### config.mk
export PLATFORM = sky130hd
export DESIGN_NAME = srdz_sqrt_cell
export DESIGN_NICKNAME = d
export VERILOG_FILES = /design/src/hw/rtl/srdz_sqrt_cell.sv
export SDC_FILE = /design/constraint.sdc
export NUM_CORES = 1
export LEC_CHECK = 0
export ABC_AREA = 1
export ABC_CLOCK_PERIOD_IN_PS = 10500
export BUFFER_PORTS_ARGS = -buffer_cell sky130_fd_sc_hd__buf_4
export CAP_MARGIN = 30
export CORE_ASPECT_RATIO = 0.9
export CORE_UTILIZATION = 45
export CTS_CLUSTER_SIZE = 12
export DETAILED_ROUTE_END_ITERATION = 7
export PLACE_DENSITY_LB_ADDON = 0.1
export SYNTH_ARGS = -nofsm -noshare
export SYNTH_HDL_FRONTEND = slang
export SYNTH_SLANG_ARGS = --single-unit
### constraint.sdc
create_clock -name clk -period 10.5 [get_ports clk]
set_input_delay 0.525 -clock clk [delete_from_list [all_inputs] [get_ports clk]]
set_output_delay 0.525 -clock clk [all_outputs]
set_load 0.02 [all_outputs]
### src/hw/rtl/srdz_sqrt_cell.sv
`timescale 1ns / 1ps
`default_nettype none
module srdz_sqrt_cell #(
    parameter int SQW    = 36,
    parameter int STEP   = 0,
    parameter int SIDE_W = 8
) (
    input  wire logic              clk,
    input  wire logic              rst_n,
    input  wire logic              in_valid,
    output logic                   in_ready,
    input  wire logic [SQW-1:0]    in_rem,
    input  wire logic [SQW-1:0]    in_root,
    input  wire logic [SIDE_W-1:0] in_side,
    output logic                   out_valid,
    input  wire logic              out_ready,
    output logic [SQW-1:0]         out_rem,
    output logic [SQW-1:0]         out_root,
    output logic [SIDE_W-1:0]      out_side
);

    // Weight of the root digit settled by this cell.
    localparam logic [SQW-1:0] BIT_W = SQW'(1) << (SQW - 2 - 2 * STEP);

    logic              valid_reg;
    logic [SQW-1:0]    rem_reg;
    logic [SQW-1:0]    root_reg;
    logic [SIDE_W-1:0] side_reg;
    logic [SQW-1:0]    trial;
    logic [SQW-1:0]    rem_next;
    logic [SQW-1:0]    root_next;

    assign in_ready  = !valid_reg || out_ready;
    assign out_valid = valid_reg;
    assign out_rem   = rem_reg;
    assign out_root  = root_reg;
    assign out_side  = side_reg;

    always_comb
    begin
        trial = in_root + BIT_W;
        if (in_rem >= trial)
        begin
            rem_next  = in_rem - trial;
            root_next = (in_root >> 1) + BIT_W;
        end
        else
        begin
            rem_next  = in_rem;
            root_next = in_root >> 1;
        end
    end

    always_ff @(posedge clk or negedge rst_n)
    begin
        if (!rst_n)
        begin
            valid_reg <= 1'b0;
        end
        else if (in_ready)
        begin
            valid_reg <= in_valid;
        end
    end

    always_ff @(posedge clk)
    begin
        if (in_ready && in_valid)
        begin
            rem_reg  <= rem_next;
            root_reg <= root_next;
            side_reg <= in_side;
        end
    end

endmodule
`default_nettype wire

Yosys cells after proc, flatten, opt, wreduce, memory -nomap -nowiden
Index checks and enable logic that the tools add are counted.

Add/subtract/negate cells: 3. Order comparisons: 1. Mux-type cells: 2. Reduce and logical (&&, ||, !) cells: 3.

Operator list (number): $add 35x35->36 const B (1); $add 36x35->36 const B (1); $ge 36x36->1 (1); $mux 36 (1); $sub 36x36->36 (1); $mux 35 (1); $logic_and 1x1->1 (1); $logic_not 1->1 (1); $logic_or 1x1->1 (1).

Register bits after elaboration: 81. Input bits: 84. Output and inout port bits: 82. Logic and storage cells: 14.

Logic depth before layout (Yosys ltp)
Gate-level depths: netlist of run 1.

Word-level depth: 3. Gate-level depth with buffers: 16.

Worst setup path before layout of run 1
Ideal clock, no wire load.

Path type: input to register. Start point: input in_valid. End point: register rem_reg[0] (netlist: out_rem[0]) (enable). Setup time: 545 ps. Data arrival time: 4438 ps. Path slack: 5517 ps. Cell stages on the path: 2. Buffers on the path: 0. Path through: inv_1 -> a21oi_1.

Cells in the longest elaborated chain, start to end: 1.

RTL lines: start, declared (line 10) `input wire logic in_valid,`; $logic_and 1x1->1 (line 68) `if (in_ready && in_valid)`; end signal, assigned (line 70) `rem_reg <= rem_next;`; end, declared (line 26) `logic [SQW-1:0] rem_reg;`.

No other way between the ends. A chain may end at the register's enable or synchronous reset.

Final worst setup path of run 1
Start point: input in_rem[0]. End point: register rem_reg[18] (netlist: out_rem[18]), data pin.

Cells in the longest elaborated chain, start to end: 2. Elaborated cells between the ends (all ways): 3. Those cells by class: add/sub (1); order compare (1); mux (1).

RTL lines: start, declared (line 12) `input wire logic [SQW-1:0] in_rem,`; $sub 36x36->36 / $ge 36x36->1 (equally long branches) (line 44, 42); $mux 36 * (line 42) `if (in_rem >= trial)`; named net rem_next[18] (line 30) `logic [SQW-1:0] rem_next;`.

The timed path passes the listed nets; every way through them passes the cells marked *.

==> qor.yml, run 1 <==
critical_path.max_stage_delay_ns: 0.40
slew_viol_final: 0
ys_warn_count: 0
r2r_slack_ns: 9.06
max_cap_violations: 0
drt-pass1-iter-count: 5
start_util_pct: 47.09
syn_inst: 785
clock_skew_ns: 0.006583
rows: 38
cts_resized: 0
fmax_ghz: 0.3614
status: "complete, no violations"
setup_viol: 0
rsz0062_at_grt: "no"
leakagePower_nw: 3.985
wl_per_cell_microns: 13.54
coreArea_sq_um: 12270
wl_microns: 15200
grt_max_degree: 45
overflow: 0
via_count: 5304
ys_ff_latch: 81
fillers: 1140
cts_max_level: 3
drc: 0
worst_pin_slew_ns: 0.5354
ios: 166
netlist_area_sq_um: 5777
yosysSeqAreaShare_pct: 42.02
hold_viol: 0
grt_use_met3_pct: 3.942
use_met2_pct: 35.92
grt_pass1_vias: 4869
area_delta_synth_final_pct: 29.93
criticalPathCategory: "primary input to register"
cp_num_buf_inv: 4
max_slew_margin_pct: 64.30
antenna_cells: 0
required_ns: 10.59
avgSynthCellArea_sq_um: 7.359
worstSetupStartpointType: "primary input"
top_usage_layer: "met2"
grt_antenna_before_repair: 0
dieArea_sq_um: 13290
cts_root_buf: "clkbuf_16"
nNetsFinal: 1078
powerDensity_nw_per_um2: 139.6
vias_per_cell: 4.727
clock_latency_ns: 0.34
path_common_cell: "nand2_2"
worstPathCellList: "buf_4 -> inv_1 -> ha_1 -> fa_1 -> inv_1 -> nand3_1 -> nand3_2 -> nand3_1 -> nand3_2 -> nand2_2 -> nand2_2 -> nand2_2 -> nand2_4 -> inv_4 -> nand2_1 -> nand2_1"
cp_slowest_cell: "fa_1"
hold_path_class: "primary input to register"
placed_area_sq_um: 7177
drive_gt1_share_pct: 21.41
yosysTopAreaCell: "edfxtp_1"
cts_tree: "built"
cts_inserted_buffers: 9
clk_path_buf_depth: 2
synth_most_common_cell: "nand2_1"
cp.arrival_ns: 2.86
place_congestion: 0.8883
chipWidth_microns: 121.4
cts_num_sinks: 81
fin_area_sq_um: 7506
yosys-top-cells-count: "nand2_1, inv_1, edfxtp_1"
postCtsSetupRepairBufs: 0
async_flop_share_pct: 1.235
yosys.area.top_type_share_pct: 41.59
track_usage_pct: 23.72
die_h_microns: 109.5
ir_drop_v: 0.00007765
yosys.cell_types.count: 29
path_clk_slew_ns: 0.06
finalCritPeriodShare_pct: 26.35
endpoint_kind: "register"
synthTopCellsByArea: "edfxtp_1, nand2_1, inv_1"
port_buffers: 165
ys.flop_type: "edfxtp_1"
crit_family: "simple AND/OR/NAND/NOR gates"
postRouteAntennaNets: 0
fin_setup_tns_ns: 0
grt_util_met1_pct: 34.85
drt-initial-drc-count: 333
fin_crit_ns: 2.767
grt_pass1_wl_microns: 24220
dpl.hpwl_microns: 12100
synth_nets: 906
synth-edff-count: 80
worstPathMaxFanout: 40
[worst reg2reg max path, cell delays in order, from the launching register on]
cell and delay [ns]:
dfrtp_1 0.42, a21oi_4 0.17, buf_4 0.47
[per-layer routing]
layer  wire, microns  part of all wire [%]
met5               0                     0
met4             232                   1.5
met2            6306                    42
met3            1058                   7.0
met1            7598                    50
[state kept, by name (all words and copies together) (netlist names)]
signal / flops
out_valid: 1
out_rem: 36
out_root: 36
out_side: 8
[cell usage in the layout, fill, tap and decap left out, drive strengths merged, types with 2 or more instances in the layout]
cell | Yosys | layout
nand2 | 323 | 323
buf | 7 | 167
inv | 154 | 155
edfxtp | 80 | 80
nor2 | 53 | 53
nand3 | 42 | 42
ha | 36 | 36
a21oi | 30 | 30
xor2 | 18 | 18
o21ai | 15 | 15
clkbuf | 0 | 10
nor3 | 9 | 9
nand3b | 5 | 5
o21bai | 4 | 4
xnor2 | 2 | 2
nor4 | 2 | 2
nand4 | 2 | 2
bufinv | 0 | 2
clkinv | 0 | 2
[kinds of logic after synthesis]
group                      Yosys count  synth area share, %
xor gates and xnor gates            20                3.032
and+or+nand+nor                    437                31.08
adders and majority gates           37                8.144
buffers and inverters              161                11.18
AOI/OAI and AO/OA                   49                4.548
DFF                                 81                42.02
[repair_timing]
item	in CTS	in global routing
endpoints found under the hold margin	1	0
hold buffers	1	0
endpoints found under the setup margin	0	0
[worst paths after layout]
kind / from / end / depth (start not counted)
max reg2reg: out_valid / out_side[3] / 2
min reg2reg: out_valid / out_valid / 2
min: in_side[4] / out_side[4] / 1
max in group asynchronous: rst_n / out_valid / 2
max: in_rem[0] / out_rem[18] / 16
min in group asynchronous: rst_n / out_valid / 2
[power breakdown]
part           internal, mW  switching, mW
Clock                 0.209          0.129
Sequential            0.392        0.00727
Combinational         0.115          0.195
Total                 0.717          0.331
[through the flow]
stage	utilization, %	worst slack (ns)	total power, mW	std cells	hold slack (ns)
floorplan	-	5.517	0.6102	785	0.2294
global placement	58.51	7.480	0.7129	1105	0.3010
detailed placement	58.51	7.385	0.7153	1105	0.3018
CTS	61.19	7.703	1.056	1122	0.3570
global route	61.19	7.537	1.105	1122	0.3582
finish	61.19	7.733	1.048	1122	0.3634
[final cells by class]
type / instances / area, sq um / share of cell area, %
tap: 160 / 200.2 / 2.667
timing repair buffer: 168 / 1264 / 16.84
inverter: 154 / 580.6 / 7.735
clock inverter: 6 / 90.09 / 1.200
multi-input combinational: 543 / 2715 / 36.17
sequential: 81 / 2427 / 32.34
clock buffer: 10 / 229.0 / 3.051
No activity file was read; power rests on OpenSTA's default activity.
==> inputs of run 2 (changes only) <==
ABC_CLOCK_PERIOD_IN_PS = 2900   (was 10500)
clock period = 2.9 ns   (was 10.5 ns; I/O delays follow)
==> qor.yml, run 2 (synthesis gave the netlist of run 1 again) <==
criticalPathCategory: "primary input to register"  # unchanged
rsz0062_at_grt: "no"  # unchanged
drc: 0  # unchanged
p_int_mw: 2.447  # was 716.7 uW
slew_viol_final: 0  # unchanged
start_util_pct: 47.09  # unchanged
multi_input_area_sq_um: 2715  # unchanged
power_switching_share_pct: 33.20  # was 31.58%
nNetsFinal: 1121  # was 1,078
worstSetupStartpointType: "primary input"  # unchanged
dp.cells: 1106  # was 1,105
fin_setup_tns_ns: 0  # unchanged
cp.arrival_ns: 2.64  # was 2.86 ns
clock_skew_ns: 0.005579  # was 0.006583 ns
clock_latency_ns: 0.35  # was 0.34 ns
path_clk_slew_ns: 0.06  # about the same
critical_path.max_stage_delay_ns: 0.54  # was 0.40 ns
postRouteAntennaNets: 0  # unchanged
chipWidth_microns: 121.4  # unchanged
cts_max_level: 3  # unchanged
comb_power_share_pct: 32.2  # was 29.6%
cp_slowest_cell: "dlygate4sd3_1"  # was fa_1
area_delta_synth_final_pct: 36.34  # was 29.93%
cts_root_buf: "clkbuf_16"  # unchanged
pwr-share-seq_pct: 39.4  # was 38.1%
wl_per_cell_microns: 13.80  # was 13.54 microns
status: "complete, no violations"  # unchanged
setup_viol: 0  # unchanged
worstPathMaxFanout: 36  # was 40
seqCellArea_sq_um: 2427  # unchanged
drive_gt1_share_pct: 20.62  # was 21.41%
layout_commonest_cell: "nand2_1"  # unchanged
path_common_cell: "nand2_2"  # unchanged
reg2reg_from: "out_valid"  # unchanged
min_from: "in_valid"  # was in_side[4]
worstPathCellList: "dlygate4sd3_1 -> buf_4 -> inv_1 -> ha_1 -> a21oi_1 -> nand2_1 -> inv_1 -> nand3_2 -> nand2_2 -> nand2_2 -> nand2_2 -> nand2_4 -> inv_4 -> nor2_1"  # was buf_4 -> inv_1 -> ha_1 -> fa_1 -> inv_1 -> nand3_1 -> nand3_2 -> nand3_1 -> nand3_2 -> nand2_2 -> nand2_2 -> nand2_2 -> nand2_4 -> inv_4 -> nand2_1 -> nand2_1
max_slew_margin_pct: 64.29  # was 64.30%
overflow: 0  # unchanged
grt_pass1_wl_microns: 24990  # was 24,220 microns
cts_num_sinks: 81  # unchanged
ios: 166  # unchanged
leakagePower_nw: 4.144  # was 3.985 nW
setup.worst_path.start: "in_root[11]"  # was in_rem[0]
endpoint_kind: "register"  # unchanged
crit_family: "buffers and inverters"  # was simple AND/OR/NAND/NOR gates
cts_inserted_buffers: 9  # unchanged
die_h_microns: 109.5  # unchanged
cts_resized: 0  # unchanged
clockPowerShare_pct: 28.4  # was 32.3%
fillers: 1132  # was 1,140
clk_path_buf_depth: 2  # unchanged
antenna_cells: 0  # unchanged
grt_max_degree: 45  # unchanged
cts_tree: "built"  # unchanged
place_congestion: 0.9161  # was 0.8883
fin_crit_ns: 2.548
cp_num_buf_inv: 5  # was 4
hold_path_class: "primary input to register"  # unchanged
via_count: 5519  # was 5,304
hold-worst-slack_ns: 0.02903  # was 0.3634 ns
grt_antenna_before_repair: 0  # unchanged
hold_viol: 0  # unchanged
dieArea_sq_um: 13290  # unchanged
finalCritPeriodShare_pct: 87.87
coreArea_sq_um: 12270  # unchanged
drt-pass1-iter-count: 5  # unchanged
powerDensity_nw_per_um2: 465.1  # was 139.6 nW/um^2
drt-initial-drc-count: 359  # was 333
power_switching_mw: 1.216  # was 330.8 uW
rows: 38  # unchanged
port_buffers: 165  # unchanged
vias_per_cell: 4.741  # was 4.727
track_usage_pct: 24.72  # was 23.72%
wl_microns: 16060  # was 15,200 microns
layout_common_cells: "nand2_1, buf_4, inv_1"  # unchanged
worst_pin_slew_ns: 0.5356  # was 0.5354 ns
fmax_ghz: 0.3924
ir_drop_v: 0.0004280  # was 0.00007765 V
dpl.hpwl_microns: 12460  # was 12,100 microns
required_ns: 2.99  # was 10.59 ns
layout.cells.non_filler: 1164  # was 1,122
max_cap_violations: 0  # unchanged
grt_pass1_vias: 5080  # was 4,869
-- run 2: cell types whose count changed in the layout (fill, tap and decap cells not counted), sizes merged --
cell | before | now
clkinv | 2 | 5
buf | 167 | 168
inv | 155 | 154
clkbuf | 10 | 9
dlygate4sd3 | 1 | 43
bufinv | 2 | 0
-- run 2: metrics by stage --
stage          power [mW]  worst slack, ns  instance area, sq um  util [%]
3_5_place_dp        2.596           0.4264                  7184     58.57
3_3_place_gp        2.585           0.4809                  7184     58.57
4_1_cts             3.684           0.3488                  7866     64.13
2_1_floorplan       2.204           0.6177                  5788         -
5_1_grt             3.863           0.1614                  7876     64.21
6_report            3.663           0.3518                  7876     64.21
-- run 2: worst register-to-register path: stages, from the launching register on --
cell	delay, ns
dfrtp_1	0.42
a21oi_4	0.16
buf_4	0.47
-- run 2: path summary, 6_finish.rpt --
check,end,slack (ns),cells past startpoint
max,out_root[35],0.35,14
min,out_valid,0.03,3
max in group asynchronous,out_valid,2.67,2
max reg2reg,out_root[5],1.47,2
min in group asynchronous,out_valid,0.14,2
min reg2reg,out_valid,0.59,2
-- run 2: layout make-up --
cell class                 count  share of cell area (%)
clock buffer                   9                   2.859
sequential                    81                   30.82
clock inverter                 6                  0.4607
inverter                     154                   7.371
timing repair buffer         211                   21.48
multi-input combinational    543                   34.47
tap                          160                   2.542
-- run 2: power by group through the flow --
stage | Sequential, mW | Clock [mW] | Combinational [mW]
after floorplan | 1.59 | 0 | 0.614
after global placement | 1.47 | 0 | 1.12
after detailed placement | 1.47 | 0 | 1.13
after CTS | 1.45 | 1.06 | 1.18
after global routing | 1.45 | 1.11 | 1.30
final | 1.44 | 1.04 | 1.18
-- run 2: metal layers --
metal / track usage, % / vias up / wire, microns
met4: 3.968 / 0 / 93
li1: - / 2883 / -
met2: 39.45 / 172 / 7081
met1: 34.64 / 2458 / 7854
met3: 5.809 / 6 / 1033
met5: 0 / - / 0
-- run 2: timing repair --
item	in CTS	in global routing
hold buffers	42	1
setup endpoints to repair	0	0
setup buffers	0	0
hold endpoints to repair	42	1
