`src/hw/rtl/srdz_div_cell.sv`:
```
`timescale 1ns / 1ps
`default_nettype none
module srdz_div_cell #(
    parameter int WW     = 50,
    parameter int DW     = 34,
    parameter int QW     = 16,
    parameter int SHIFT  = 0,
    parameter int SIDE_W = 3
) (
    input  wire logic              clk,
    input  wire logic              rst_n,
    input  wire logic              in_valid,
    output logic                   in_ready,
    input  wire logic [WW-1:0]     in_rx,
    input  wire logic [WW-1:0]     in_ry,
    input  wire logic [QW-1:0]     in_qx,
    input  wire logic [QW-1:0]     in_qy,
    input  wire logic [DW-1:0]     in_d,
    input  wire logic [SIDE_W-1:0] in_side,
    output logic                   out_valid,
    input  wire logic              out_ready,
    output logic [WW-1:0]          out_rx,
    output logic [WW-1:0]          out_ry,
    output logic [QW-1:0]          out_qx,
    output logic [QW-1:0]          out_qy,
    output logic [DW-1:0]          out_d,
    output logic [SIDE_W-1:0]      out_side
);

    logic              valid_reg;
    logic [WW-1:0]     rx_reg;
    logic [WW-1:0]     ry_reg;
    logic [QW-1:0]     qx_reg;
    logic [QW-1:0]     qy_reg;
    logic [DW-1:0]     d_reg;
    logic [SIDE_W-1:0] side_reg;
    logic [WW-1:0]     dsh;
    logic [WW-1:0]     rx_next;
    logic [WW-1:0]     ry_next;
    logic [QW-1:0]     qx_next;
    logic [QW-1:0]     qy_next;

    assign in_ready  = !valid_reg || out_ready;
    assign out_valid = valid_reg;
    assign out_rx    = rx_reg;
    assign out_ry    = ry_reg;
    assign out_qx    = qx_reg;
    assign out_qy    = qy_reg;
    assign out_d     = d_reg;
    assign out_side  = side_reg;

    // Both components share the divisor, so each cell settles one quotient bit per lane.
    always_comb
    begin
        dsh     = WW'(in_d) << SHIFT;
        rx_next = in_rx;
        ry_next = in_ry;
        qx_next = in_qx;
        qy_next = in_qy;
        if (in_rx >= dsh)
        begin
            rx_next        = in_rx - dsh;
            qx_next[SHIFT] = 1'b1;
        end
        if (in_ry >= dsh)
        begin
            ry_next        = in_ry - dsh;
            qy_next[SHIFT] = 1'b1;
        end
    end

    always_ff @(posedge clk or negedge rst_n)
    begin
        if (!rst_n)
        begin
            valid_reg <= 1'b0;
        end
        else if (in_ready)
        begin
            valid_reg <= in_valid;
        end
    end

    always_ff @(posedge clk)
    begin
        if (in_ready && in_valid)
        begin
            rx_reg   <= rx_next;
            ry_reg   <= ry_next;
            qx_reg   <= qx_next;
            qy_reg   <= qy_next;
            d_reg    <= in_d;
            side_reg <= in_side;
        end
    end

endmodule
`default_nettype wire

```
`config.mk`:
```
export PLATFORM = sky130hd
export DESIGN_NAME = srdz_div_cell
export DESIGN_NICKNAME = d
export VERILOG_FILES = /design/src/hw/rtl/srdz_div_cell.sv
export SDC_FILE = /design/constraint.sdc
export NUM_CORES = 1
export LEC_CHECK = 0
export BUFFER_PORTS_ARGS = -buffer_cell sky130_fd_sc_hd__buf_2
export CAP_MARGIN = 20
export CORE_MARGIN = 1.5
export CORE_UTILIZATION = 45
export CTS_CLUSTER_SIZE = 28
export DETAILED_ROUTE_END_ITERATION = 12
export HOLD_SLACK_MARGIN = 0.08
export PLACE_DENSITY = 0.72
export SLEW_MARGIN = 0
export SYNTH_ARGS = -nofsm -noshare
export SYNTH_HDL_FRONTEND = slang
export SYNTH_SLANG_ARGS = --single-unit
```
`constraint.sdc`:
```
create_clock -name clk -period 5.7 [get_ports clk]
set_clock_uncertainty 0.05 [all_clocks]
set_input_delay 0.855 -clock clk [delete_from_list [all_inputs] [get_ports clk]]
set_output_delay 0.855 -clock clk [all_outputs]
set_load 0.01 [all_outputs]
```
== Yosys cells after proc, flatten, opt, wreduce, memory -nomap -nowiden ==
Cells that the tools add are included.
Storage, ports and cells
  bits in registers: 170
  input bits: 173
Cells by class
  $add $sub $neg: 2
  $lt $le $gt $ge: 2
  muxes and demuxes: 2
  reduce and logical (&&, ||, !) cells: 3
Operators by type and width (number)
  $ge A50 B34 Y1: 2
  $mux W50: 2
  $sub A50 B34 Y50: 2
  $logic_and A1 B1 Y1: 1
  $logic_not A1 Y1: 1
  $logic_or A1 B1 Y1: 1

== Logic depth before layout (Yosys ltp) ==
Gate-level depths: netlist of the first run.
  depth in word-level cells: 3
  mapped depth: 14
  gate-level depth less buffers: 13

== Worst setup path after synthesis of the first run ==
No wires, ideal clock.
  kind: input to register
  start point: in out_ready
  end point: reg d_reg[0] (netlist: out_d[0]), enable pin
  arrival: 4.937 ns
  required time: 5.100 ns
  slack: 0.163 ns
  cell stages on the path: 2
  buffers on the path: 0
  cells stage by stage: nand2b_1 -> and2_1
Between the ends
  cells in the longest elaborated chain, start to end: 2
RTL lines
  start: declaration: RTL line 21  | input wire logic out_ready,
  $logic_or A1 B1 Y1: RTL line 43  | assign in_ready = !valid_reg || out_ready;
  $logic_and A1 B1 Y1: RTL line 86  | if (in_ready && in_valid)
  end signal: assignment: RTL line 92  | d_reg <= in_d;
  end: declaration: RTL line 35  | logic [DW-1:0] d_reg;
Every way passes these cells.
A chain may end at the register's enable or synchronous reset.

== Worst setup path in the final report of the first run ==
  start point: in in_d[21]
  end point: reg ry_reg[39] (netlist: out_ry[39]), data pin
Between the ends
  cells in the longest elaborated chain, start to end: 2
RTL lines
  start: declaration: RTL line 18  | input wire logic [DW-1:0] in_d,
  $sub A50 B34 Y50 / $ge A50 B34 Y1 (equally long branches): RTL line 67, 65
  $mux W50 *: RTL line 65  | if (in_ry >= dsh)
  net ry_next[39]: RTL line 39  | logic [WW-1:0] ry_next;
  end signal: assignment: RTL line 89  | ry_reg <= ry_next;
  end: declaration: RTL line 32  | logic [WW-1:0] ry_reg;
The timed path passes the listed nets; every way through them passes the cells marked *.

==> results of run 1 <==
## stage by stage
stage	std cells	area, um^2
2_1_floorplan	1020	10420
3_3_place_gp	1616	12370
3_5_place_dp	1616	12370
4_1_cts	1648	12940
5_1_grt	1650	12940
6_report	1652	12950
## flip-flops by register name, indices dropped and copies added, names as in the netlist
register,flops
out_ry,50
out_qy,16
out_rx,50
out_side,3
out_qx,16
out_valid,1
out_d,34
## cells in the final DEF (no fill, tap or decap), drive strengths merged, types with 13 or more instances in the layout
cell type | Yosys | layout
clkbuf | 30 | 17
buf | 5 | 346
nand4 | 23 | 23
o21ai | 75 | 75
nand3 | 16 | 16
nor2 | 72 | 72
xor2 | 39 | 39
ha | 68 | 68
inv | 52 | 57
nor3 | 27 | 27
nand2 | 118 | 118
a21o | 22 | 22
xnor2 | 55 | 55
a21oi | 93 | 93
nor4 | 13 | 13
edfxtp | 169 | 169
## worst reg2reg max path: cells and delay by family (launching register included)
| family | cells | cell delay (ns) |
|---|---|---|
| buffers and inverters | 1 | 0.70 |
| flip-flops | 1 | 0.39 |
| AND/OR/NAND/NOR | 2 | 0.92 |
## per-layer routing
metal  GRT usage [%]  wire length, um  vias to the layer above
met5               0               25                        -
met2           42.73            14950                      386
li1                -                -                     4427
met3           4.958             2009                       42
met4           7.509              642                        4
met1           32.50            13410                     4251
## worst min path at each step
stage,slack [ns],to,depth (start not counted),startpoint
6_report,0.14,out_valid,1,rst_n
5_1_grt,0.13,out_valid,1,rst_n
4_1_cts,0.13,out_valid,1,rst_n
3_5_place_dp,0.50,out_valid,2,out_valid
3_3_place_gp,0.46,out_valid,2,out_valid
2_1_floorplan,0.51,out_valid,0,rst_n
## cell type report
| class | instances | area [um^2] | share of cell area [%] |
|---|---|---|---|
| Tap cell | 285 | 356.6 | 2.754 |
| Timing Repair Buffer | 346 | 1739 | 13.43 |
| Clock inverter | 15 | 141.4 | 1.092 |
| Antenna cell | 4 | 10.01 | 0.07732 |
| Clock buffer | 17 | 425.4 | 3.286 |
| Multi-Input combinational cell | 763 | 4979 | 38.46 |
| Inverter | 52 | 195.2 | 1.508 |
| Sequential cell | 170 | 5100 | 39.39 |
## power groups by stage
stage / Sequential (W) / Combinational (W) / Clock, W
2_1_floorplan: 0.00163 / 0.000460 / 0
3_3_place_gp: 0.00157 / 0.000821 / 0
3_5_place_dp: 0.00157 / 0.000826 / 0
4_1_cts: 0.00154 / 0.000831 / 0.00115
5_1_grt: 0.00155 / 0.000918 / 0.00119
6_report: 0.00154 / 0.000837 / 0.00113
## cells by family (layout without fill, tap and decap cells)
family / Yosys count / after routing
AOI/OAI and AO/OA: 271 / 271
xor gates and xnor gates: 94 / 94
adders and majority gates: 70 / 70
buffers and inverters: 87 / 430
DFF: 170 / 170
muxes: 3 / 3
other: 0 / 4
and+or+nand+nor: 325 / 325
==> run_results.csv, run 1 <==
group,metric,value,unit
logic_synthesis,synthDistinctLibCells,62,
setup_path,crit_path_max_fanout,70,
hold_path,hold_path.class,"in -> async",
place,pre_cts_slack,1.161,ns
setup_path,crit_end,"out_ry[39]",
grt,grt_pass1_vias,8670,
pwr,p_sw_share,29.97,%
cts,clock_path_buffers,2,
cells_and_area,fin_nets,1593,
logic_synthesis,synth_edf_count,169,
timing,max-slew-margin-rel,31.35,%
setup_path,reg2reg_from,"out_valid",
floorplan,die_area,24070,um^2
pwr,seq_power_share,43.9,%
timing,rsz0062_at_grt,"no",
place,hpwl,24.76,mm
grt,track_usage,25.14,%
logic_synthesis,yosysTopAreaCell,"edfxtp_1",
logic_synthesis,synth_compound_area_share,16.09,%
cts,cts_root_buffer,"clkbuf_16",
routing,drt-initial-drc-count,617,
place,gp_congestion,0.9176,
logic_synthesis,synth-seq-cells,170,
setup_path,reg2reg_to,"out_qx[7]",
setup_path,slowest_stage,"o311a_4",
logic_synthesis,syn_area_per_cell,10.21,um^2
routing,wl_per_cell,18.79,um
timing,fin_ws,1.619,ns
logic_synthesis,yosysTopAreaCellShare,48.73,%
cts,clock_latency,0.42,ns
timing,maxClockFrequency,245.0,MHz
floorplan,floorplan.initialDensity,46.00,%
logic_synthesis,synth_top_family_by_area,"compound AO/OA/AOI/OAI gates",
timing,period_minus_slack,4.082,ns
floorplan,ios,344,
logic_synthesis,synth_area_leaders,"edfxtp_1 (49%), ha_1 (8.2%), xnor2_1 (4.6%)",
setup_path,critPathCaptureType,"flip-flop",
logic_synthesis,ys_top_cells_by_count,"edfxtp_1 (169), nand2_1 (118), a21oi_1 (93)",
cts,ctsResizeCount,0,
routing,drtPass1Iterations,6,
setup_path,cp_cell_sequence,"buf_2 > inv_1 > ha_1 > nand4_2 > or4_4 > a2111oi_4 > o311ai_2 > o311a_4 > nor3_1 > and3_1 > nand2_1 > xnor2_1",
pwr,ir_drop,170.4,uV
cts,htree_num_levels,4,
pwr,comb_power_share,23.9,%
routing,via_count,9110,
grt,grt_max_degree,76,
routing,viasPerCell,5.515,
pwr,clockPowerShare,32.2,%
cells_and_area,synthToLayoutAreaGrowth,24.30,%
cells_and_area,drive_gt1_share,28.83,%
timing,finalSetupViolations,0,
setup_path,cp.depth,12,
routing,antenna_left,0,
cells_and_area,final_util,57.18,%
floorplan,fp-row-count,55,
status,status,"finished clean",
pwr,leakage,5.416,nW
setup_path,critPathLaunch,"in_d[21]",
cts,cts_setup_buffers,0,
logic_synthesis,seq_area_frac_synth,48.97,%
cts,cts_buffers,17,
logic_synthesis,synth_cells,1020,
cts,cts_tree,"built",
pwr,finalPower,0.003508,W
pwr,p_switching,0.001051,W
logic_synthesis,syn-num-nets,1263,
setup_path,cpPeakStageDelay,0.66,ns
pwr,p_int,0.002456,W
setup_path,worst-path-buf-inv,2,
timing,tightest_slew,1.030,ns
logic_synthesis,yosys.area_share.simple,14.92,%
cts,clock_sinks,170,
routing,drc_errors,0,
timing,slew_viol_final,0,
logic_synthesis,synthAdderAreaFrac,8.554,%
routing,routed_wirelength,31.04,mm
logic_synthesis,synth_mux_area_share,0.3123,%
pwr,power.density,270.9,nW/um^2
floorplan,die_h,155.1,um
grt,grt_remaining_overflow,0,
timing,setup-tns-final,0,ns
place,port_buffers,343,
logic_synthesis,synthArstFlopShare,0.5882,%
cells_and_area,fillers,1986,
setup_path,reg2reg_depth,3,
run,maxCapViolations,0,
floorplan,fp.dieW,155.1,um
timing,period_share,71.61,%
logic_synthesis,yosys_warnings,0,
setup_path,rrSetupSlack,3.25,ns
setup_path,crit_required,5.84,ns
grt,antenna_found_initial,6,
setup_path,crit_family,"simple AND/OR/NAND/NOR gates",
cts,postCtsHoldBufs,0,
logic_synthesis,ys.flop_type,"edfxtp_1",
grt,grt_pass1_wl,46.53,mm
cts,clkTransAtPathRegs,0.07,ns
setup_path,setup.worst_path.class,"in -> reg",
timing,hold_ws,0.1381,ns
setup_path,arrival,4.22,ns
logic_synthesis,synth_most_common_cell,"edfxtp_1",
logic_synthesis,synth_area,10410,um^2
floorplan,core_area,22640,um^2
setup_path,critPathLaunchType,"input pin",
logic_synthesis,synth_xor_area_share,7.905,%
timing,hold_violations,0,
No activity file was read; power rests on OpenSTA's default activity.
==> run 2, diff against run 1 <==
- PLACE_DENSITY: 0.72 -> 0.75
- clock period: 5.7 -> 3.3 ns (I/O delays scaled with it)
==> run 2 against run 1 <==
Effect of this change: first-iteration DRC count grew 30%; worst hold slack gained 0.044 ns; clock power grew 87%; via count grew 9.6%; global-route usage grew 2.0 points; sequential share of layout area shrank 3.8 points; critical path depth shrank 1; routed wire length grew 7.5%; register-to-register slack lost 1.7 ns; combinational power grew 100%; die area is the same; critical endpoint is now out_ry[47].
==> run_results.csv, run 2 (synthesis results as in run 1) <==
group,metric,value,unit
routing,via_count,9984,
cells_and_area,fin_nets,1758,
routing,drt-initial-drc-count,804,
timing,setup-tns-final,0,ns
routing,top_layer_used,"met4",
cts,cts_buffers,17,
cts,clock_latency,0.43,ns
cts,cts_root_buffer,"clkbuf_16",
routing,wl_met2,16.35,mm
cells_and_area,regArea,5100,um^2
floorplan,fp-row-count,55,
pwr,leakage,6.242,nW
pwr,power.density,452.2,nW/um^2
setup_path,cp_cell_sequence,"buf_2 > inv_1 > ha_4 > nand4_2 > or4_4 > a2111oi_4 > o311ai_2 > o311a_4 > or4_4 > a211oi_2 > xor2_1",
floorplan,die_area,24070,um^2
cells_and_area,drive_gt1_share,36.85,%
place,port_buffers,343,
floorplan,die_h,155.1,um
cells_and_area,fillers,1844,
timing,period_minus_slack,3.118,ns
setup_path,critPathCaptureType,"flip-flop",
place,gp_congestion,0.9357,
place,placed_area,13700,um^2
floorplan,ios,344,
grt,grt_remaining_overflow,0,
hold_path,hold_path.class,"in -> reg",
grt,grt_max_degree,97,
cells_and_area,multiInputGateArea,5037,um^2
routing,drc_errors,0,
cts,htree_num_levels,4,
grt,grt_pass1_wl,50.14,mm
routing,viasPerCell,5.492,
cells_and_area,fin_area,14340,um^2
floorplan,core_area,22640,um^2
grt,antenna_found_initial,5,
timing,maxClockFrequency,320.7,MHz
cts,cts_setup_buffers,0,
setup_path,crit_required,3.43,ns
routing,wl_met1,14.16,mm
setup_path,rrSetupSlack,1.51,ns
setup_path,cpMostUsedCell,"or4_4",
cts,cts_tree,"built",
pwr,ir_drop,303.6,uV
routing,routed_wirelength,33.37,mm
setup_path,crit_path_max_fanout,5,
grt,grt_pass1_vias,9491,
timing,slew_viol_final,0,
routing,wl_per_cell,18.35,um
setup_path,setup.worst_path.class,"in -> reg",
cells_and_area,layout_commonest_cell,"buf_2",
cts,clock_path_buffers,2,
floorplan,floorplan.initialDensity,46.00,%
grt,track_usage,27.16,%
cells_and_area,final_cell_mix,"buf_2 (343), edfxtp_1 (169), buf_4 (163)",
timing,finalSetupViolations,0,
setup_path,critPathLaunchType,"input pin",
routing,wl_met3,2.102,mm
timing,max-slew-margin-rel,62.53,%
timing,rsz0062_at_grt,"yes",
floorplan,fp.dieW,155.1,um
setup_path,arrival,3.25,ns
routing,antenna_left,0,
cts,clock_sinks,170,
timing,tightest_slew,0.5479,ns
cts,clkTransAtPathRegs,0.08,ns
status,status,"finished clean",
routing,drtPass1Iterations,5,
timing,hold_violations,0,
cells_and_area,synthToLayoutAreaGrowth,37.72,%
run,maxCapViolations,0,
setup_path,cpPeakStageDelay,0.56,ns
timing,period_share,94.48,%
setup_path,slowest_stage,"or4_4",
place,hpwl,26.69,mm
-- run 2: cell count changes in the layout (fill, tap and decap cells not counted), moves of 2 or more --
cell      delta
ha_4         +4
buf_4      +160
ha_1         -4
clkinv_8     +2
buf_12       +4
clkinv_2     -2
-- run 2: critical path, delay by kind of cell --
family | cells | cell delay, ns
XOR/XNOR | 1 | 0.10
AO/OA/AOI/OAI | 4 | 1.03
AND/OR/NAND/NOR | 3 | 1.14
adder cells (fa/ha/maj) | 1 | 0.28
buffers and inverters | 2 | 0.21
-- run 2: report_power, final --
group	switching (W)	leakage [nW]	internal [W]
clock network	0.000959	0.292	0.00115
registers	0.0000461	1.62	0.00262
logic	0.000944	4.34	0.000768
-- run 2: metal layers --
layer  vias up  global-route usage (%)
met1      4699                   36.31
met2       455                   45.38
met3        60                   3.955
met5         -                       0
li1       4770                       -
met4         0                   9.158
-- run 2: cell type report --
type,count,area share [%]
repair buffers,511,21.13
inverters,52,1.361
well taps,285,2.486
clock inverters,14,1.274
multi-input cells,763,35.12
flip-flops and latches,170,35.55
diodes,5,0.08723
clock buffers,18,2.992
-- run 2: path summary, 6_finish.rpt --
check / startpoint / endpoint / depth (start not counted)
min in group asynchronous: rst_n / out_valid / 2
max in group asynchronous: rst_n / out_valid / 2
min: in_qy[10] / out_qy[10] / 1
min reg2reg: out_valid / out_valid / 2
max reg2reg: out_valid / out_ry[6] / 3
max: in_d[19] / out_ry[47] / 11
-- run 2: stage by stage --
step	power, W	cells	util [%]	hold WS, ns	worst slack (ns)
2_1_floorplan	0.003616	1020	-	0.1494	0.001275
3_3_place_gp	0.004358	1780	60.53	0.2202	-0.3004
3_5_place_dp	0.004390	1780	60.53	0.2216	-0.3056
4_1_cts	0.006501	1813	63.27	0.1649	0.1364
5_1_grt	0.006752	1818	63.35	0.1555	-0.006174
6_report	0.006486	1818	63.35	0.1821	0.1821
-- run 2: repair_timing --
| action | CTS | global route |
|---|---|---|
| endpoints found under the hold margin | 1 | 0 |
| setup endpoints to repair | 0 | 3 |
| hold buffers | 1 | 0 |
| gates resized for setup | 0 | 1 |
==> run 3, diff against run 2 <==
- ABC_AREA: unset -> 1
- PLACE_DENSITY: 0.75 -> 0.72
==> run 3 against run 2 <==
Effect of this change: critical endpoint is now out_rx[6]; synthesized area rose by 34%; critical path depth rose by 1; highest routed layer unchanged; setup slack improved by 0.42 ns.
==> run_results.csv, run 3 <==
group,metric,value,unit
cts,htree_num_levels,4,
setup_path,cpMostUsedCell,"a21oi_1",
floorplan,die_h,178.9,um
grt,grt_remaining_overflow,0,
setup_path,cp_cell_sequence,"buf_2 > inv_1 > ha_1 > a21oi_1 > o21ai_1 > a21oi_1 > nand2_1 > nor2_2 > nand2_4 > inv_2 > buf_4 > o21ai_0",
logic_synthesis,synth_compound_area_share,4.925,%
grt,antenna_found_initial,3,
cells_and_area,layout_commonest_cell,"nand2_1",
pwr,power.density,394.1,nW/um^2
logic_synthesis,synth_xor_area_share,2.516,%
cts,cts_root_buffer,"clkbuf_16",
timing,maxClockFrequency,370.2,MHz
floorplan,floorplan.initialDensity,45.64,%
routing,antenna_left,0,
logic_synthesis,synth_top_family_by_area,"simple AND/OR/NAND/NOR gates",
timing,slew_viol_final,0,
routing,drc_errors,0,
place,port_buffers,343,
setup_path,arrival,2.86,ns
pwr,p_sw_share,35.52,%
logic_synthesis,synth_area_leaders,"edfxtp_1 (36%), nand2_1 (23%), inv_1 (11%)",
routing,wl_per_cell,17.88,um
routing,wl_met1,21.69,mm
timing,fin_ws,0.5991,ns
routing,via_count,14520,
timing,max-slew-margin-rel,46.31,%
cells_and_area,fin_area,16790,um^2
cts,clkTransAtPathRegs,0.08,ns
setup_path,critPathLaunchType,"input pin",
logic_synthesis,synth_most_common_cell,"nand2_1",
pwr,seq_power_share,40.1,%
logic_synthesis,syn-num-nets,2327,
routing,top_layer_used,"met4",
setup_path,crit_path_max_fanout,17,
logic_synthesis,synth_cells,2084,
cells_and_area,fillers,3025,
cts,ctsResizeCount,0,
setup_path,setup.worst_path.class,"in -> reg",
place,gp_congestion,1.048,
grt,grt_pass1_wl,75.78,mm
cts,clock_sinks,170,
setup_path,crit_family,"compound AO/OA/AOI/OAI gates",
timing,rsz0062_at_grt,"no",
routing,drtPass1Iterations,7,
logic_synthesis,ys.flop_type,"edfxtp_1",
logic_synthesis,synth_edf_count,169,
logic_synthesis,yosys.area_share.simple,37.02,%
cts,cts_buffers,17,
cts,clock_path_buffers,2,
pwr,p_int,0.004267,W
pwr,p_switching,0.002350,W
timing,hold_violations,0,
logic_synthesis,ys_top_cells_by_count,"nand2_1 (840), inv_1 (418), nor2_1 (184)",
logic_synthesis,synth_mux_area_share,0,%
setup_path,cpPeakStageDelay,0.37,ns
timing,finalSetupViolations,0,
logic_synthesis,synthAdderAreaFrac,6.398,%
timing,period_minus_slack,2.701,ns
floorplan,fp-row-count,64,
cts,cts_setup_buffers,0,
hold_path,hold_path.class,"in -> reg",
pwr,leakage,8.699,nW
cells_and_area,stdcell_count,2859,
logic_synthesis,syn_area_per_cell,6.681,um^2
setup_path,slowest_stage,"ha_1",
pwr,comb_power_share,29.0,%
floorplan,core_area,30510,um^2
pwr,clockPowerShare,31.0,%
cells_and_area,drive_gt1_share,18.62,%
logic_synthesis,yosys_warnings,0,
routing,viasPerCell,5.080,
place,hpwl,43.22,mm
routing,wl_met3,2.944,mm
logic_synthesis,synth_area,13920,um^2
grt,grt_pass1_vias,13590,
cts,cts_tree,"built",
floorplan,die_area,32010,um^2
cells_and_area,synthToLayoutAreaGrowth,20.59,%
timing,tightest_slew,0.7991,ns
status,status,"finished clean",
grt,grt_max_degree,48,
place,dp.cells,2823,
floorplan,fp.dieW,178.9,um
logic_synthesis,synthDistinctLibCells,31,
logic_synthesis,seq_area_frac_synth,36.63,%
cells_and_area,final_cell_mix,"nand2_1 (840), inv_1 (416), buf_2 (343)",
routing,drt-initial-drc-count,1374,
setup_path,worst-path-buf-inv,4,
floorplan,ios,344,
routing,wl_met2,24.87,mm
logic_synthesis,synth-seq-cells,170,
timing,period_share,81.85,%
routing,routed_wirelength,51.13,mm
setup_path,crit_required,3.46,ns
logic_synthesis,yosysTopAreaCellShare,36.45,%
cts,clock_latency,0.46,ns
logic_synthesis,synthArstFlopShare,0.5882,%
pwr,ir_drop,325.7,uV
place,placed_area,16180,um^2
run,maxCapViolations,0,
place,pre_cts_slack,0.2301,ns
grt,track_usage,32.03,%
cells_and_area,fin_nets,2690,
setup_path,critPathCaptureType,"flip-flop",
timing,setup-tns-final,0,ns
logic_synthesis,yosysTopAreaCell,"edfxtp_1",
## run 3: changes by cell type after synthesis, moves of 21 or more
cell      change
xor2_1       -35
nand3_1     +101
a21o_1       -22
nor2_1      +112
nand4_1      +21
nand2_1     +722
o21ai_0      -54
a21oi_2      +26
clkbuf_1     -28
inv_1       +366
a21oi_1      -57
## run 3: final timing paths
kind	startpoint	slack (ns)	cells after the start	end
max	in_d[33]	0.60	12	out_rx[6]
min	in_qy[6]	0.15	1	out_qy[6]
max reg2reg	out_valid	1.43	2	out_ry[4]
min reg2reg	out_valid	0.52	2	out_valid
max in group asynchronous	rst_n	2.83	2	out_valid
min in group asynchronous	rst_n	0.28	2	out_valid
## run 3: logic make-up after synthesis
kind of cell	Yosys count
adder cells (fa/ha/maj)	70
XOR/XNOR	40
AND/OR/NAND/NOR	1255
flip-flops	170
buffers and inverters	442
AO/OA/AOI/OAI	107
## run 3: worst register-to-register path, stage by stage (launching register included)
cell and delay (ns):
dfrtp_1 0.42, a21oi_4 0.58, buf_4 0.47
## run 3: per-layer routing
metal	vias to the layer above	track usage, %
met5	-	0
met4	0	12.57
met3	81	3.817
met2	552	55.57
met1	6690	40.43
li1	7201	-
## run 3: cell type report
| cell class | instances | area [um^2] | area share (%) |
|---|---|---|---|
| clock buffer | 17 | 425.4 | 2.534 |
| antenna | 3 | 7.507 | 0.04471 |
| tap | 396 | 495.5 | 2.951 |
| clock inverter | 15 | 162.7 | 0.9688 |
| multi-input combinational | 1472 | 7093 | 42.25 |
| inverter | 424 | 1594 | 9.494 |
| timing repair buffer | 362 | 1912 | 11.39 |
| sequential | 170 | 5100 | 30.37 |
## run 3: repair_timing
item | CTS | global route
endpoints found under the setup margin | 0 | 0
hold buffers | 1 | 0
hold endpoints to repair | 1 | 0
## run 3: power by group through the flow
| stage | logic, W | clock network, W | registers (W) |
|---|---|---|---|
| floorplan | 0.00105 | 0 | 0.00279 |
| global placement | 0.00187 | 0 | 0.00270 |
| detailed placement | 0.00188 | 0 | 0.00270 |
| CTS | 0.00189 | 0.00208 | 0.00265 |
| global route | 0.00210 | 0.00215 | 0.00267 |
| finish | 0.00192 | 0.00205 | 0.00265 |
## run 3: per-stage QoR
step	util (%)	power (W)	hold slack (ns)
final	55.03	0.006617	0.1473
after global routing	55.03	0.006918	0.1333
after CTS	55.01	0.006627	0.1266
after detailed placement	53.05	0.004584	0.2246
after global placement	53.05	0.004561	0.2205
after floorplan	-	0.003847	0.1494
